==> src/sv/bmpd_pkg.sv <==
// Package for the BMP 24-bit to RGB565 stream decoder.
// Holds the parser phase type, result status codes, header field positions
// and the queue entry struct shared by the front, queue and back modules.
`timescale 1ns / 1ps
`default_nettype none
package bmpd_pkg;

	typedef enum logic [3:0] {
		PH_HEADER = 4'b0001,
		PH_SKIP   = 4'b0010,
		PH_PIXELS = 4'b0100,
		PH_IDLE   = 4'b1000
	} phase_t;

	localparam logic [1:0] ST_PIXEL = 2'd0;
	localparam logic [1:0] ST_DONE  = 2'd1;
	localparam logic [1:0] ST_BAD   = 2'd2;
	localparam logic [1:0] ST_TRUNC = 2'd3;

	localparam logic [31:0] POS_MAGIC  = 32'd1;
	localparam logic [31:0] POS_OFFSET = 32'd13;
	localparam logic [31:0] POS_WIDTH  = 32'd21;
	localparam logic [31:0] POS_HEIGHT = 32'd25;
	localparam logic [31:0] POS_PLANES = 32'd27;
	localparam logic [31:0] POS_BPP    = 32'd29;
	localparam logic [31:0] POS_COMP   = 32'd33;
	localparam logic [31:0] HDR_LEN    = 32'd34;

	localparam logic [15:0] BMP_MAGIC  = 16'h4D42;
	localparam logic [15:0] BMP_PLANES = 16'd1;
	localparam logic [15:0] BMP_BPP    = 16'd24;

	localparam int Q_DEPTH = 4;

	// One queue entry: an optional pixel followed by an optional status.
	typedef struct packed {
		logic        pix;
		logic [15:0] color;
		logic [9:0]  column;
		logic [11:0] row;
		logic        stat;
		logic [1:0]  status;
	} res_entry_t;

endpackage
`default_nettype wire

==> src/sv/bmpd_front.sv <==
// Front end of the BMP decoder: accepts file bytes, parses the header,
// skips to pixel data and forms pixel and status requests for the queue.
// Depends on bmpd_pkg.
`timescale 1ns / 1ps
`default_nettype none
module bmpd_front
	import bmpd_pkg::*;
#(
	parameter int MAX_WIDTH = 1024
) (
	input  wire logic        clk,
	input  wire logic        arst_n,
	input  wire logic        in_valid,
	output logic             in_ready,
	input  wire logic [7:0]  data_byte,
	input  wire logic        end_of_file,
	input  wire logic [12:0] disp_rows,
	input  wire logic        q_full,
	output logic             q_push,
	output res_entry_t       q_data
);

	localparam int CW = $clog2(MAX_WIDTH + 1);
	localparam int BW = $clog2(3 * MAX_WIDTH + 4);

	phase_t          phase_q, phase_n;
	logic [31:0]     pos_q, pos_n;
	logic [31:0]     offset_q, offset_n;
	logic [CW-1:0]   width_q, width_n;
	logic            wok_q, wok_n;
	logic [31:0]     height_q, height_n;
	logic [31:0]     rowi_q, rowi_n;
	logic [BW-1:0]   bir_q, bir_n;
	logic [BW-1:0]   rlast_q, rlast_n;
	logic [CW-1:0]   col_q, col_n;
	logic [1:0]      sel_q, sel_n;
	logic [31:0]     hw_q, hw_n;
	logic [7:0]      blue_q, blue_n;
	logic [7:0]      green_q, green_n;
	logic [15:0]     top16;
	logic [BW-1:0]   w3;
	logic [15:0]     rgb;
	logic [31:0]     col_ext;
	res_entry_t      ent;
	logic            acc;

	assign in_ready = !q_full;
	assign acc      = in_valid && in_ready;
	assign q_push   = acc && (ent.pix || ent.stat);
	assign q_data   = ent;

	assign w3      = (BW'(width_q) << 1) + BW'(width_q);
	assign rgb     = {data_byte[7:3], green_q[7:2], blue_q[7:3]};
	assign col_ext = 32'(col_q);

	always_comb begin
		phase_n  = phase_q;
		pos_n    = pos_q;
		offset_n = offset_q;
		width_n  = width_q;
		wok_n    = wok_q;
		height_n = height_q;
		rowi_n   = rowi_q;
		bir_n    = bir_q;
		rlast_n  = rlast_q;
		col_n    = col_q;
		sel_n    = sel_q;
		hw_n     = hw_q;
		blue_n   = blue_q;
		green_n  = green_q;
		top16    = hw_q[31:16];
		ent      = '0;
		case (phase_q)
			PH_HEADER: begin
				hw_n  = {data_byte, hw_q[31:8]};
				top16 = hw_n[31:16];
				pos_n = pos_q + 32'd1;
				if (pos_q == POS_MAGIC && top16 != BMP_MAGIC) begin
					phase_n    = PH_IDLE;
					ent.stat   = 1'b1;
					ent.status = ST_BAD;
				end else begin
					if (pos_q == POS_OFFSET) offset_n = hw_n;
					if (pos_q == POS_WIDTH) begin
						width_n = hw_n[CW-1:0];
						wok_n   = (hw_n != 32'd0) && (hw_n <= 32'(MAX_WIDTH));
					end
					if (pos_q == POS_HEIGHT) height_n = hw_n;
					if ((pos_q == POS_PLANES && top16 != BMP_PLANES) ||
						(pos_q == POS_BPP && top16 != BMP_BPP)) begin
						phase_n    = PH_IDLE;
						ent.stat   = 1'b1;
						ent.status = ST_BAD;
					end else if (pos_q == POS_COMP) begin
						if (hw_n != 32'd0 || !wok_q || offset_q < HDR_LEN) begin
							phase_n    = PH_IDLE;
							ent.stat   = 1'b1;
							ent.status = ST_BAD;
						end else if (height_q == 32'd0 || height_q[31]) begin
							phase_n    = PH_IDLE;
							ent.stat   = 1'b1;
							ent.status = ST_DONE;
						end else begin
							rlast_n = ((w3 + BW'(3)) & ~BW'(3)) - BW'(1);
							rowi_n  = height_q - 32'd1;
							bir_n   = '0;
							col_n   = '0;
							sel_n   = 2'd0;
							phase_n = (offset_q == HDR_LEN) ? PH_PIXELS : PH_SKIP;
						end
					end
				end
			end
			PH_SKIP: begin
				pos_n = pos_q + 32'd1;
				if (pos_n == offset_q) phase_n = PH_PIXELS;
			end
			PH_PIXELS: begin
				if (col_q < width_q) begin
					case (sel_q)
						2'd0: begin
							blue_n = data_byte;
							sel_n  = 2'd1;
						end
						2'd1: begin
							green_n = data_byte;
							sel_n   = 2'd2;
						end
						default: begin
							sel_n = 2'd0;
							col_n = col_q + CW'(1);
							if (rowi_q < 32'(disp_rows)) begin
								ent.pix    = 1'b1;
								ent.color  = {rgb[7:0], rgb[15:8]};
								ent.column = col_ext[9:0];
								ent.row    = rowi_q[11:0];
							end
						end
					endcase
				end
				if (bir_q == rlast_q) begin
					if (rowi_q == 32'd0) begin
						phase_n    = PH_IDLE;
						ent.stat   = 1'b1;
						ent.status = ST_DONE;
					end else begin
						rowi_n = rowi_q - 32'd1;
						bir_n  = '0;
						col_n  = '0;
						sel_n  = 2'd0;
					end
				end else begin
					bir_n = bir_q + BW'(1);
				end
			end
			default: begin
			end
		endcase
		if (end_of_file) begin
			if (phase_n != PH_IDLE) begin
				ent.stat   = 1'b1;
				ent.status = ST_TRUNC;
			end
			phase_n  = PH_HEADER;
			pos_n    = '0;
			offset_n = '0;
			width_n  = '0;
			wok_n    = 1'b0;
			height_n = '0;
			rowi_n   = '0;
			bir_n    = '0;
			col_n    = '0;
			sel_n    = 2'd0;
			hw_n     = '0;
		end
	end

	always_ff @(posedge clk or negedge arst_n) begin
		if (!arst_n) begin
			phase_q  <= PH_HEADER;
			pos_q    <= '0;
			offset_q <= '0;
			width_q  <= '0;
			wok_q    <= 1'b0;
			height_q <= '0;
			rowi_q   <= '0;
			bir_q    <= '0;
			rlast_q  <= '0;
			col_q    <= '0;
			sel_q    <= 2'd0;
			hw_q     <= '0;
		end else if (acc) begin
			phase_q  <= phase_n;
			pos_q    <= pos_n;
			offset_q <= offset_n;
			width_q  <= width_n;
			wok_q    <= wok_n;
			height_q <= height_n;
			rowi_q   <= rowi_n;
			bir_q    <= bir_n;
			rlast_q  <= rlast_n;
			col_q    <= col_n;
			sel_q    <= sel_n;
			hw_q     <= hw_n;
		end
	end

	always_ff @(posedge clk) begin
		if (acc) begin
			blue_q  <= blue_n;
			green_q <= green_n;
		end
	end

endmodule
`default_nettype wire

==> src/sv/bmpd_queue.sv <==
// Short request queue between the decoder front end and the output stage.
// Holds res_entry_t requests; depends on bmpd_pkg.
`timescale 1ns / 1ps
`default_nettype none
module bmpd_queue
	import bmpd_pkg::*;
(
	input  wire logic  clk,
	input  wire logic  arst_n,
	input  wire logic  push,
	input  res_entry_t push_data,
	output logic       full,
	input  wire logic  pop,
	output res_entry_t head,
	output logic       empty
);

	localparam int AW = $clog2(Q_DEPTH);
	localparam int CNW = $clog2(Q_DEPTH + 1);

	res_entry_t     mem_q [Q_DEPTH];
	logic [AW-1:0]  wr_q;
	logic [AW-1:0]  rd_q;
	logic [CNW-1:0] cnt_q;

	assign full  = (cnt_q == CNW'(Q_DEPTH));
	assign empty = (cnt_q == '0);
	assign head  = mem_q[rd_q];

	always_ff @(posedge clk or negedge arst_n) begin
		if (!arst_n) begin
			wr_q  <= '0;
			rd_q  <= '0;
			cnt_q <= '0;
		end else begin
			if (push) wr_q <= (wr_q == AW'(Q_DEPTH - 1)) ? '0 : wr_q + AW'(1);
			if (pop) rd_q <= (rd_q == AW'(Q_DEPTH - 1)) ? '0 : rd_q + AW'(1);
			if (push && !pop) cnt_q <= cnt_q + CNW'(1);
			else if (pop && !push) cnt_q <= cnt_q - CNW'(1);
		end
	end

	always_ff @(posedge clk) begin
		if (push) mem_q[wr_q] <= push_data;
	end

endmodule
`default_nettype wire

==> src/sv/bmpd_back.sv <==
// Output stage of the BMP decoder: splits each queued request into its pixel
// and status results and drives the registered output channel. Uses bmpd_pkg.
`timescale 1ns / 1ps
`default_nettype none
module bmpd_back
	import bmpd_pkg::*;
(
	input  wire logic   clk,
	input  wire logic   arst_n,
	input  res_entry_t  head,
	input  wire logic   empty,
	output logic        pop,
	output logic        out_valid,
	input  wire logic   out_ready,
	output logic [15:0] pixel_color,
	output logic [9:0]  column,
	output logic [11:0] row,
	output logic [1:0]  status,
	output logic        last
);

	logic        valid_q;
	logic        half_q;
	logic        load;
	logic        take;
	logic        emit_pix;
	logic [15:0] color_q;
	logic [9:0]  col_q;
	logic [11:0] row_q;
	logic [1:0]  status_q;
	logic        last_q;

	assign load     = !valid_q || out_ready;
	assign take     = load && !empty;
	assign emit_pix = head.pix && !half_q;
	assign pop      = take && !(emit_pix && head.stat);

	always_ff @(posedge clk or negedge arst_n) begin
		if (!arst_n) begin
			valid_q <= 1'b0;
			half_q  <= 1'b0;
		end else if (load) begin
			valid_q <= !empty;
			if (take) half_q <= emit_pix && head.stat;
		end
	end

	always_ff @(posedge clk) begin
		if (take) begin
			if (emit_pix) begin
				color_q  <= head.color;
				col_q    <= head.column;
				row_q    <= head.row;
				status_q <= ST_PIXEL;
				last_q   <= !head.stat;
			end else begin
				color_q  <= '0;
				col_q    <= '0;
				row_q    <= '0;
				status_q <= head.status;
				last_q   <= 1'b1;
			end
		end
	end

	assign out_valid   = valid_q;
	assign pixel_color = color_q;
	assign column      = col_q;
	assign row         = row_q;
	assign status      = status_q;
	assign last        = last_q;

endmodule
`default_nettype wire

==> src/sv/bmp24_to_rgb565_stream_decoder_unit.sv <==
// Top level of the BMP 24-bit to RGB565 stream decoder.
// Instantiates bmpd_front, bmpd_queue and bmpd_back; uses bmpd_pkg.
//
// Usage:
// - Input channel (in_valid/in_ready): one BMP file byte per request in file
//   order, end_of_file set on the last byte; the parser then restarts.
// - Output channel (out_valid/out_ready): pixel requests (status 0) with
//   byte-swapped RGB565 color, column and display row, and status requests
//   (1 done, 2 bad header, 3 truncated) with zero payload. last marks the
//   final result of an input byte.
// - Config channel (cfg_valid/cfg_ready, always ready): writes the display
//   row count. Write only while the decoder is idle.
// - Throughput: one byte per cycle while the queue is not full. A byte that
//   yields a pixel and a status gives two output results, the pixel first.
// - Result path: with the queue empty, a result is written into the queue when
//   its byte is accepted and is then loaded into the output register.
// - Receiver stall: the output register holds, the four-entry queue fills,
//   and in_ready drops when it is full.
// - Reset: parser returns to the header phase, queue and output empty,
//   the display row count returns to 240.
`timescale 1ns / 1ps
`default_nettype none
module bmp24_to_rgb565_stream_decoder_unit
	import bmpd_pkg::*;
#(
	parameter int MAX_WIDTH = 1024
) (
	input  wire logic        clk,
	input  wire logic        arst_n,
	input  wire logic        in_valid,
	output logic             in_ready,
	input  wire logic [7:0]  data_byte,
	input  wire logic        end_of_file,
	output logic             out_valid,
	input  wire logic        out_ready,
	output logic [15:0]      pixel_color,
	output logic [9:0]       column,
	output logic [11:0]      row,
	output logic [1:0]       status,
	output logic             last,
	input  wire logic        cfg_valid,
	output logic             cfg_ready,
	input  wire logic [12:0] cfg_data
);

	logic [12:0] disp_h_q;
	logic        q_full;
	logic        q_empty;
	logic        q_push;
	logic        q_pop;
	res_entry_t  q_in;
	res_entry_t  q_head;

	assign cfg_ready = 1'b1;

	always_ff @(posedge clk or negedge arst_n) begin
		if (!arst_n) begin
			disp_h_q <= 13'd240;
		end else if (cfg_valid && cfg_ready) begin
			disp_h_q <= cfg_data;
		end
	end

	bmpd_front #(
		.MAX_WIDTH(MAX_WIDTH)
	) u_front (
		.clk        (clk),
		.arst_n     (arst_n),
		.in_valid   (in_valid),
		.in_ready   (in_ready),
		.data_byte  (data_byte),
		.end_of_file(end_of_file),
		.disp_rows  (disp_h_q),
		.q_full     (q_full),
		.q_push     (q_push),
		.q_data     (q_in)
	);

	bmpd_queue u_queue (
		.clk      (clk),
		.arst_n   (arst_n),
		.push     (q_push),
		.push_data(q_in),
		.full     (q_full),
		.pop      (q_pop),
		.head     (q_head),
		.empty    (q_empty)
	);

	bmpd_back u_back (
		.clk        (clk),
		.arst_n     (arst_n),
		.head       (q_head),
		.empty      (q_empty),
		.pop        (q_pop),
		.out_valid  (out_valid),
		.out_ready  (out_ready),
		.pixel_color(pixel_color),
		.column     (column),
		.row        (row),
		.status     (status),
		.last       (last)
	);

endmodule
`default_nettype wire

==> config.mk <==
export PLATFORM = sky130hd
export DESIGN_NAME = bmp24_to_rgb565_stream_decoder_unit
export DESIGN_NICKNAME = d
export VERILOG_FILES = /design/src/sv/bmpd_pkg.sv /design/src/sv/bmpd_front.sv /design/src/sv/bmpd_queue.sv /design/src/sv/bmpd_back.sv /design/src/sv/bmp24_to_rgb565_stream_decoder_unit.sv
export SDC_FILE = /design/constraint.sdc
export NUM_CORES = 1
export LEC_CHECK = 0
export ABC_AREA = 0
export BUFFER_PORTS_ARGS = -buffer_cell sky130_fd_sc_hd__buf_2
export CORE_UTILIZATION = 60
export DETAILED_ROUTE_END_ITERATION = 10
export PLACE_DENSITY = 0.86
export SETUP_SLACK_MARGIN = 0.2
export SLEW_MARGIN = 5
export SYNTH_ARGS = -nofsm -noshare
export SYNTH_HDL_FRONTEND = slang
export SYNTH_SLANG_ARGS = --single-unit
==> constraint.sdc <==
create_clock -name clk -period 9.55 [get_ports clk]
set_input_delay 0.4775 -clock clk [delete_from_list [all_inputs] [get_ports clk]]
set_output_delay 0.4775 -clock clk [all_outputs]
set_load 0.1 [all_outputs]
**After elaboration in Yosys (flattened, before gate mapping)**

Memories as Yosys holds them, arrays and structs flattened.
Cells that the tools add are included.

- Flip-flop bits (word level): 292
- RAM bits: 168
- Bits of input ports: 27
- Output and inout bits: 44
- Memories: 1

- $add $sub $neg: 12
- Order comparisons: 4
- Eq/ne operators: 30
- Muxes and demuxes: 91
- Bitwise gates (word level): 4
- Reduce and logical (&&, ||, !) cells: 53

Memory list:

| name | depth | bits a word | rd ports | clocked after memory_dff | wr ports | line | text |
|---|---|---|---|---|---|---|---|
| u_queue.mem_q | 4 | 42 | 1 | 0 | 1 | bmpd_queue.sv:21 | `res_entry_t mem_q [Q_DEPTH];` |

Operators by type and width:

| operator | count |
|---|---|
| $mux 32 | 20 |
| $mux 39 | 4 |
| $mux 11 | 14 |
| $eq 32x5->1 const B | 4 |
| $mux 12 | 8 |
| $eq 32x6->1 const B | 2 |
| $logic_not 32->1 | 2 |
| $pmux 32 s2 | 1 |
| $sub 32x1->32 const B | 2 |
| $mux 3 | 12 |
| $mux 4 | 9 |
| $add 32x1->32 const B | 1 |
| $eq 32x1->1 const B | 1 |
| $eq 32x32->1 | 1 |
| $eq 32x4->1 const B | 1 |
| $le 32x11->1 const B | 1 |
| $lt 32x13->1 | 1 |
| $lt 32x6->1 const B | 1 |
| $reduce_bool 32->1 | 1 |
| $pmux 12 s2 | 1 |
| $mux 2 | 11 |
| $pmux 11 s2 | 1 |
| $reduce_and 4->1 | 5 |
| $ne 16x1->1 const B | 1 |
| other kinds (39) | 89 |

**Depth between registers and ports, before layout**

Gate-level depths: netlist of run 1.

- Depth after elaboration: 17
- Mapped depth: 15

**Cells and area by module**

From an unflattened synthesis of run 1, not the netlist that was laid out.

- Cells, all modules: 2006
- Area total of the unflattened synthesis: 22791.9 um^2

By module, submodules not included:

| module | times used | cells each | area an instance (um^2) | seq. area each (um^2) |
|---|---|---|---|---|
| bmpd_front | 1 | 1624 | 14113.5 | 5436.5 |
| bmpd_queue | 1 | 257 | 6531.3 | 5220.0 |
| bmpd_back | 1 | 96 | 1610.3 | 1281.2 |
| bmp24_to_rgb565_stream_decoder_unit | 1 | 29 | 536.8 | 330.3 |

**Least setup slack after synthesis of run 1**

No wires, ideal clock.

- Path type: register -> register
- Start: reg u_back.valid_q, in the netlist u_back.out_valid
- End: reg u_queue.cnt_q[1]
- Library setup time: 125 ps
- Arrival: 4455 ps
- Slack: 4970 ps
- Stages on the path, launching flop included: 7
- Path buffers: 0
- Cells stage by stage: dfrtp_1 a21oi_1 nand2_1 ha_1 inv_1 fa_1 mux2_2

- Longest elaborated chain between the ends: 7

Ends and longest elaborated chain:

| item | line | text |
|---|---|---|
| start, declared | bmpd_back.sv:22 | `logic valid_q;` |
| start signal, assigned | bmpd_back.sv:43 | `valid_q <= !empty;` |
| $logic_not 1->1 (*) | bmpd_back.sv:33 | `assign load = !valid_q \|\| out_ready;` |
| $logic_or 1x1->1 (*) | bmpd_back.sv:33 |  |
| $logic_and 1x1->1 (*) | bmpd_back.sv:34 | `assign take = load && !empty;` |
| named net u_back.take | bmpd_back.sv:25 | `logic take;` |
| $logic_and 1x1->1 (*) | bmpd_back.sv:36 | `assign pop = take && !(emit_pix && head.stat);` |
| $logic_not 1->1 | bmpd_queue.sv:38 | `if (push && !pop) cnt_q <= cnt_q + CNW'(1);` |
| $logic_and 1x1->1 | bmpd_queue.sv:38 |  |
| $mux 3 / $reduce_bool 2->1 (equally long branches) | n/a |  |
| end signal, assigned | bmpd_queue.sv:38 |  |
| end signal, assigned | bmpd_queue.sv:39 | `else if (pop && !push) cnt_q <= cnt_q - CNW'(1);` |
| end, declared | bmpd_queue.sv:24 | `logic [CNW-1:0] cnt_q;` |

Mark *: on every way through the listed nets, which the timed path passes. The rest lies on a longest branch.
A chain may end at the register's enable or synchronous reset.

**Worst setup path after layout of run 1**

- Start: reg u_front.phase_q[1]
- End: mem u_queue.mem_q[2][20] (netlist bit), enable pin

- Longest elaborated chain between the ends: 11

Ends and longest elaborated chain:

| item | line | text |
|---|---|---|
| start, declared | bmpd_front.sv:26 | `phase_t phase_q, phase_n;` |
| start signal, assigned | bmpd_front.sv:193 | `phase_q <= phase_n;` |
| $mux 4 | bmpd_front.sv:94 | `end else if (pos_q == POS_COMP) begin` |
| $mux 4 | bmpd_front.sv:89 | `if ((pos_q == POS_PLANES && top16 != BMP_PLANES) \|\|` |
| $mux 4 | bmpd_front.sv:78 | `if (pos_q == POS_MAGIC && top16 != BMP_MAGIC) begin` |
| $pmux 4 s3 | bmpd_front.sv:73 | `case (phase_q)` |
| $ne 4x4->1 | bmpd_front.sv:160 | `if (phase_n != PH_IDLE) begin` |
| $mux 3 | bmpd_front.sv:160 |  |
| $mux 3 | bmpd_front.sv:159 | `if (end_of_file) begin` |
| $logic_or 1x1->1 (*) | bmpd_front.sv:49 | `assign q_push = acc && (ent.pix \|\| ent.stat);` |
| $logic_and 1x1->1 (*) | bmpd_front.sv:49 |  |
| named net q_push | bmp24_to_rgb565_stream_decoder_unit.sv:49 | `logic q_push;` |
| $mux 1 (*) | bmpd_queue.sv:44 | `if (push) mem_q[wr_q] <= push_data;` |
| $mux 1 (not written as such) (*) | bmpd_queue.sv:44 |  |
| end, declared | bmpd_queue.sv:21 |  |

Marks and branches as above.

==> results of run 1 <==
==> layer usage <==
| metal | routed length [um] | share of wire, % | vias to the layer above |
|---|---|---|---|
| li1 | - | - | 7319 |
| met1 | 21500 | 40 | 7863 |
| met2 | 26200 | 49 | 708 |
| met3 | 3980 | 7.4 | 136 |
| met4 | 1860 | 3.5 | 0 |
| met5 | 0 | 0 | - |
==> sequential cells by signal (all words and copies together) (netlist names), 6 cells and up <==
signal	count
disp_h_q	13
u_back.column	10
u_back.pixel_color	16
u_back.row	12
u_front.bir_q	12
u_front.col_q	11
u_front.green_q	6
u_front.height_q	32
u_front.hw_q	24
u_front.offset_q	32
u_front.pos_q	32
u_front.rlast_q	11
u_front.rowi_q	32
u_front.width_q	11
u_queue.mem_q	168
==> cells in the mapped netlist, types with 14 or more instances <==
library cell	count	area share, %
dfrtp_1	221	24
edfxtp_1	220	29
nand2_1	217	3.6
o21ai_0	138	3.0
nor2_1	96	1.6
clkbuf_1	76	1.3
inv_1	67	1.1
and2_1	59	1.6
nor3_1	57	1.3
xor2_1	56	2.2
mux2i_1	55	2.4
and3_1	54	1.5
nand3_1	53	1.2
ha_1	52	2.9
mux4_2	42	4.2
xnor2_1	37	1.4
nor4_1	33	0.91
o21ai_1	33	0.73
a21oi_1	32	0.71
mux2_2	30	1.5
nand4_1	30	0.83
a22oi_1	21	0.70
o31ai_1	20	0.66
nand2b_1	19	0.52
a21o_1	16	0.53
buf_2	16	0.35
nor2b_1	16	0.44
or3_1	14	0.39
==> final cells by class <==
| type | count | area share, % |
|---|---|---|
| tap | 504 | 2.54 |
| clock buffer | 54 | 4.79 |
| multi-input combinational | 1355 | 38.9 |
| timing repair buffer | 87 | 1.99 |
| inverter | 68 | 1.03 |
| clock inverter | 28 | 1.30 |
| sequential | 446 | 49.4 |
==> power breakdown <==
group | switching (uW) | internal (uW) | total (uW)
Clock | 769 | 1040 | 1810
Combinational | 2170 | 1250 | 3430
Sequential | 394 | 2490 | 2890
==> logic make-up after synthesis <==
| logic type | share of synthesized area, % |
|---|---|
| simple gates | 16.6 |
| flops | 54.2 |
| compound gates | 10.2 |
| buf+inv | 3.35 |
| mux | 8.92 |
| xor+xnor | 3.79 |
| fa+ha+maj | 2.96 |
| other cells | 0.0166 |
==> worst max-delay path: stages, from the launching register on <==
cell,delay (ns)
dfrtp_1,0.49
or4b_4,0.89
or4_1,0.68
a2111oi_4,0.33
buf_4,0.42
o31a_4,0.26
and2_2,0.94
==> worst min path at each step <==
stage,start,to,slack (ns),cells after the start
after floorplan,arst_n,disp_h_q[0],0.18,0
after global placement,u_queue.cnt_q[2],u_queue.cnt_q[2],0.48,1
after detailed placement,disp_h_q[4],disp_h_q[4],0.49,2
after CTS,cfg_data[10],disp_h_q[10],0.11,3
after global routing,out_ready,u_back.out_valid,0.12,2
final,cfg_data[10],disp_h_q[10],0.12,3
==> metrics by stage <==
step	utilization [%]	area, um2	total power, uW	setup WS [ns]	cells
2_1_floorplan	-	22700	5580	4.97	1982
3_3_place_gp	63.2	23300	6160	5.23	2459
3_5_place_dp	63.2	23300	6280	5.11	2459
4_1_cts	67.3	24800	8120	5.09	2542
5_1_grt	67.3	24800	8530	4.90	2542
6_report	67.3	24800	8120	5.09	2542
==> flow_summary.json, run 1 <==
{
  "outcome": "finished clean",
  "num_vias": 16000,
  "finalWirelength_um": 53500,
  "antenna_found_initial": 0,
  "mostFrequentLayoutCell": "edfxtp_1",
  "grt_overflow_total": 0,
  "crit_fanout": 58,
  "wl_per_cell_um": 21.1,
  "startpoint_type": "flop",
  "synth_edf_count": 220,
  "min_path_type": "in -> reg",
  "reg2reg_to": "u_queue.mem_q[2][20]",
  "cts_tree": "done",
  "ys_types": 90,
  "critPathLaunch": "u_front.phase_q[1]",
  "die_w_um": 196,
  "dp_hpwl_um": 35300,
  "insertion_delay_ns": 0.57,
  "whs_ns": 0.122,
  "num_antenna_cells": 0,
  "ctsResizeCount": 0,
  "fin_crit_sh_pct": 46.7,
  "max_clock_freq_mhz": 224,
  "p_leak_uw": 0.0102,
  "syn_area_per_cell_um2": 11.4,
  "cts_hold_buf": 1,
  "power_density_mw_per_mm2": 327,
  "hold_viol_final": 0,
  "die_y_um": 196,
  "grt_pass1_vias": 15600,
  "die_area_mm2": 0.0385,
  "antenna_left": 0,
  "cts.clk_slew.worst_paths_ns": 0.06,
  "fin_nets": 2083,
  "skew_ns": 0.00821,
  "peakVddDrop_uv": 243,
  "grt_max_degree": 101,
  "ys_ff_latch": 446,
  "drive_gt1_share_pct": 14.4,
  "synth_nets": 2062,
  "synthArstFlopShare_pct": 50.7,
  "ioPinCount": 71,
  "netlist_area_mm2": 0.0227,
  "crit_end": "u_queue.mem_q[2][20]",
  "tightest_slew_ns": 1.20,
  "cts_made_buffers": 45,
  "slew_violations": 0,
  "met2_usage_pct": 47.7,
  "core_area_mm2": 0.0369,
  "fillCellCount": 2520,
  "cts_root_buffer": "clkbuf_16",
  "required_ns": 9.73,
  "ys.flop_type": "dfrtp_1",
  "rsz0062_at_grt": "no",
  "setup_viol": 0,
  "r2r_cells": 6,
  "grt_usage_pct": 28.2,
  "drc": 0,
  "htreeDepth": 2,
  "drt-initial-drc-count": 1566,
  "synth_cells": 1982,
  "grt_pass1_wl_um": 85000,
  "min_period_ns": 4.46,
  "use_met1_pct": 36.4,
  "clkSinkCount": 446,
  "cts_buffer_depth": 3,
  "met3_usage_pct": 5.29,
  "rows": 70,
  "dr.pass1.iters": 6,
  "multi_input_area_mm2": 0.00967,
  "area_growth_pct": 9.62,
  "end_kind": "flop",
  "ys_seq_area_share_pct": 54.2,
  "maxCapViolCount": 0,
  "final_cell_mix": "220 x edfxtp_1, 219 x dfrtp_1, 217 x nand2_1",
  "avgViaCountPerCell": 6.30,
  "portBuffers": 69,
  "cp.arrival_ns": 4.64,
  "start_util_pct": 61.4,
  "ys_warn_count": 0,
  "r2r-start": "u_front.phase_q[1]",
  "post_cts_buffers": 0,
  "tns_ns": 0,
  "seq_area_mm2": 0.0123,
  "top_usage_layer": "met2",
  "reg2reg_slack_ns": 5.09,
  "relSlewSlack_pct": 19.8,
  "routabilityCongestion": 0.911,
  "crit_type": "reg -> reg"
}
(Power assumes the default switching activity.)
==> run 2, diff against run 1 <==
--- a/config.mk
+++ b/config.mk
@@ -7,7 +7,7 @@
 export LEC_CHECK = 0
 export ABC_AREA = 0
 export BUFFER_PORTS_ARGS = -buffer_cell sky130_fd_sc_hd__buf_2
-export CORE_UTILIZATION = 60
+export CORE_UTILIZATION = 57
 export DETAILED_ROUTE_END_ITERATION = 10
 export PLACE_DENSITY = 0.86
 export SETUP_SLACK_MARGIN = 0.2
==> constraint.sdc (replaced) <==
create_clock -name clk -period 3.74 [get_ports clk]
set_input_delay 0.187 -clock clk [delete_from_list [all_inputs] [get_ports clk]]
set_output_delay 0.187 -clock clk [all_outputs]
set_load 0.1 [all_outputs]
==> flow_summary.json, run 2 (synthesis gave the netlist of run 1 again) <==
{
  "outcome": "finished clean",
  "stdcell_count": 2629,
  "finalWirelength_um": 62300,
  "hold_viol_final": 0,
  "tns_ns": 0,
  "dp_hpwl_um": 39400,
  "routabilityCongestion": 0.927,
  "antenna_found_initial": 3,
  "max_clock_freq_mhz": 278,
  "largest_register_ffs": 168,
  "crit_fanout": 3,
  "grt_pass1_vias": 16900,
  "final_cell_mix": "220 x edfxtp_1, 219 x dfrtp_1, 217 x nand2_1",
  "startpoint_type": "flop",
  "cts_tree": "done",
  "r2r_cells": 10,
  "fin_ws_ns": 0.148,
  "utilization_pct": 65.8,
  "cp.arrival_ns": 4.07,
  "tightest_slew_ns": 0.854,
  "required_ns": 4.22,
  "drive_gt1_share_pct": 16.7,
  "rows": 72,
  "htreeDepth": 2,
  "regMostFlops": "u_queue.mem_q",
  "dpl.cell_count": 2519,
  "grt_usage_pct": 30.8,
  "clkSinkCount": 446,
  "cts_buffer_depth": 3,
  "min_path_type": "in -> reg",
  "core_area_mm2": 0.0389,
  "maxCapViolCount": 0,
  "portBuffers": 69,
  "slew_violations": 0,
  "ioPinCount": 71,
  "drc": 0,
  "cts_made_buffers": 46,
  "min_period_ns": 3.59,
  "hold_start": "data_byte[1]",
  "power_density_mw_per_mm2": 844,
  "insertion_delay_ns": 0.59,
  "grt_overflow_total": 0,
  "mostFrequentLayoutCell": "edfxtp_1",
  "rsz0062_at_grt": "yes",
  "min_path_cells": 3,
  "hold_end": "u_front.offset_q[25]",
  "start_util_pct": 58.2,
  "p_leak_uw": 0.0106,
  "antenna_left": 0,
  "peakVddDrop_uv": 395,
  "relSlewSlack_pct": 42.8,
  "die_area_mm2": 0.0405,
  "cts_root_buffer": "clkbuf_16",
  "die_w_um": 201,
  "grt_max_degree": 97,
  "fin_nets": 2152,
  "area_growth_pct": 13.0,
  "grt_pass1_wl_um": 96600,
  "reg2reg_slack_ns": 0.15,
  "crit_type": "reg -> reg",
  "place_ws_ns": 0.0590,
  "num_vias": 17000,
  "dr.pass1.iters": 6,
  "die_y_um": 201,
  "cts.clk_slew.worst_paths_ns": 0.07,
  "avgViaCountPerCell": 6.45,
  "end_kind": "flop",
  "reg2reg_to": "u_queue.cnt_q[1]",
  "r2r-start": "u_front.hw_q[29]",
  "fin_crit_sh_pct": 96.0,
  "setup_viol": 0,
  "drt-initial-drc-count": 1918,
  "wl_per_cell_um": 23.7,
  "skew_ns": 0.0281
}
## run 2: layer usage
| metal | part of all wire [%] | routed length (um) | GRT usage (%) | vias up |
|---|---|---|---|---|
| li1 | - | - | - | 7460 |
| met3 | 7.9 | 4930 | 4.86 | 202 |
| met2 | 50 | 31000 | 52.8 | 935 |
| met1 | 37 | 23200 | 38.3 | 8353 |
| met4 | 5.1 | 3160 | 14.4 | 4 |
| met5 | 0.040 | 25 | 0 | - |
## run 2: how the worst max path moves through the flow
stage	startpoint	end	slack [ns]	cells past startpoint
finish	u_front.hw_q[29]	u_queue.cnt_q[1]	0.15	10
global route	u_front.hw_q[26]	u_queue.cnt_q[1]	0.08	10
CTS	u_front.hw_q[26]	u_queue.cnt_q[1]	0.14	10
detailed placement	data_byte[0]	u_queue.cnt_q[1]	0.06	11
global placement	data_byte[0]	u_queue.cnt_q[1]	0.11	11
floorplan	u_back.out_valid	u_queue.cnt_q[1]	0.11	6
## run 2: final cells by class
type                    instances  area (um2)
diodes                          1        2.50
inverters                      68         255
clock buffers                  58        1230
clock inverters                28         347
well taps                     518         648
repair buffers                155        1130
multi-input cells            1355        9720
fillers                      2658       13300
flip-flops and latches        446       12300
## run 2: critical path, stage by stage, from the launching register on
cell and delay, ns:
dfrtp_1 0.40, or4_4 0.53, or4_4 0.45, or3_4 0.40, o41ai_2 0.20, nand2_1 0.18, o31a_4 0.38, ha_4 0.17
inv_2 0.05, fa_2 0.43, mux2_4 0.30
## run 2: timing repair
item | in CTS | in global routing
setup buffers | 5 | 1
resized for setup | 10 | 3
pin swaps | 9 | 2
endpoints found under the setup margin | 140 | 140
endpoints found under the hold margin | 108 | 0
hold buffers | 17 | 0
## run 2: through the flow
stage	hold slack, ns	total power, uW	instance area (um2)
6_report	0.0403	21600	25600
5_1_grt	0.0430	22500	25600
4_1_cts	0.0132	21500	25600
3_5_place_dp	0.260	16400	23800
3_3_place_gp	0.266	15900	23800
2_1_floorplan	-0.109	14200	22700
## run 2: report_power, final
| group | internal (uW) | total (uW) | leakage, uW | switching [uW] |
|---|---|---|---|---|
| combinational | 3440 | 9360 | 0.00479 | 5920 |
| sequential | 6360 | 7440 | 0.00508 | 1080 |
| clock | 2770 | 4820 | 0.000762 | 2050 |
| total | 12600 | 21600 | 0.0106 | 9040 |
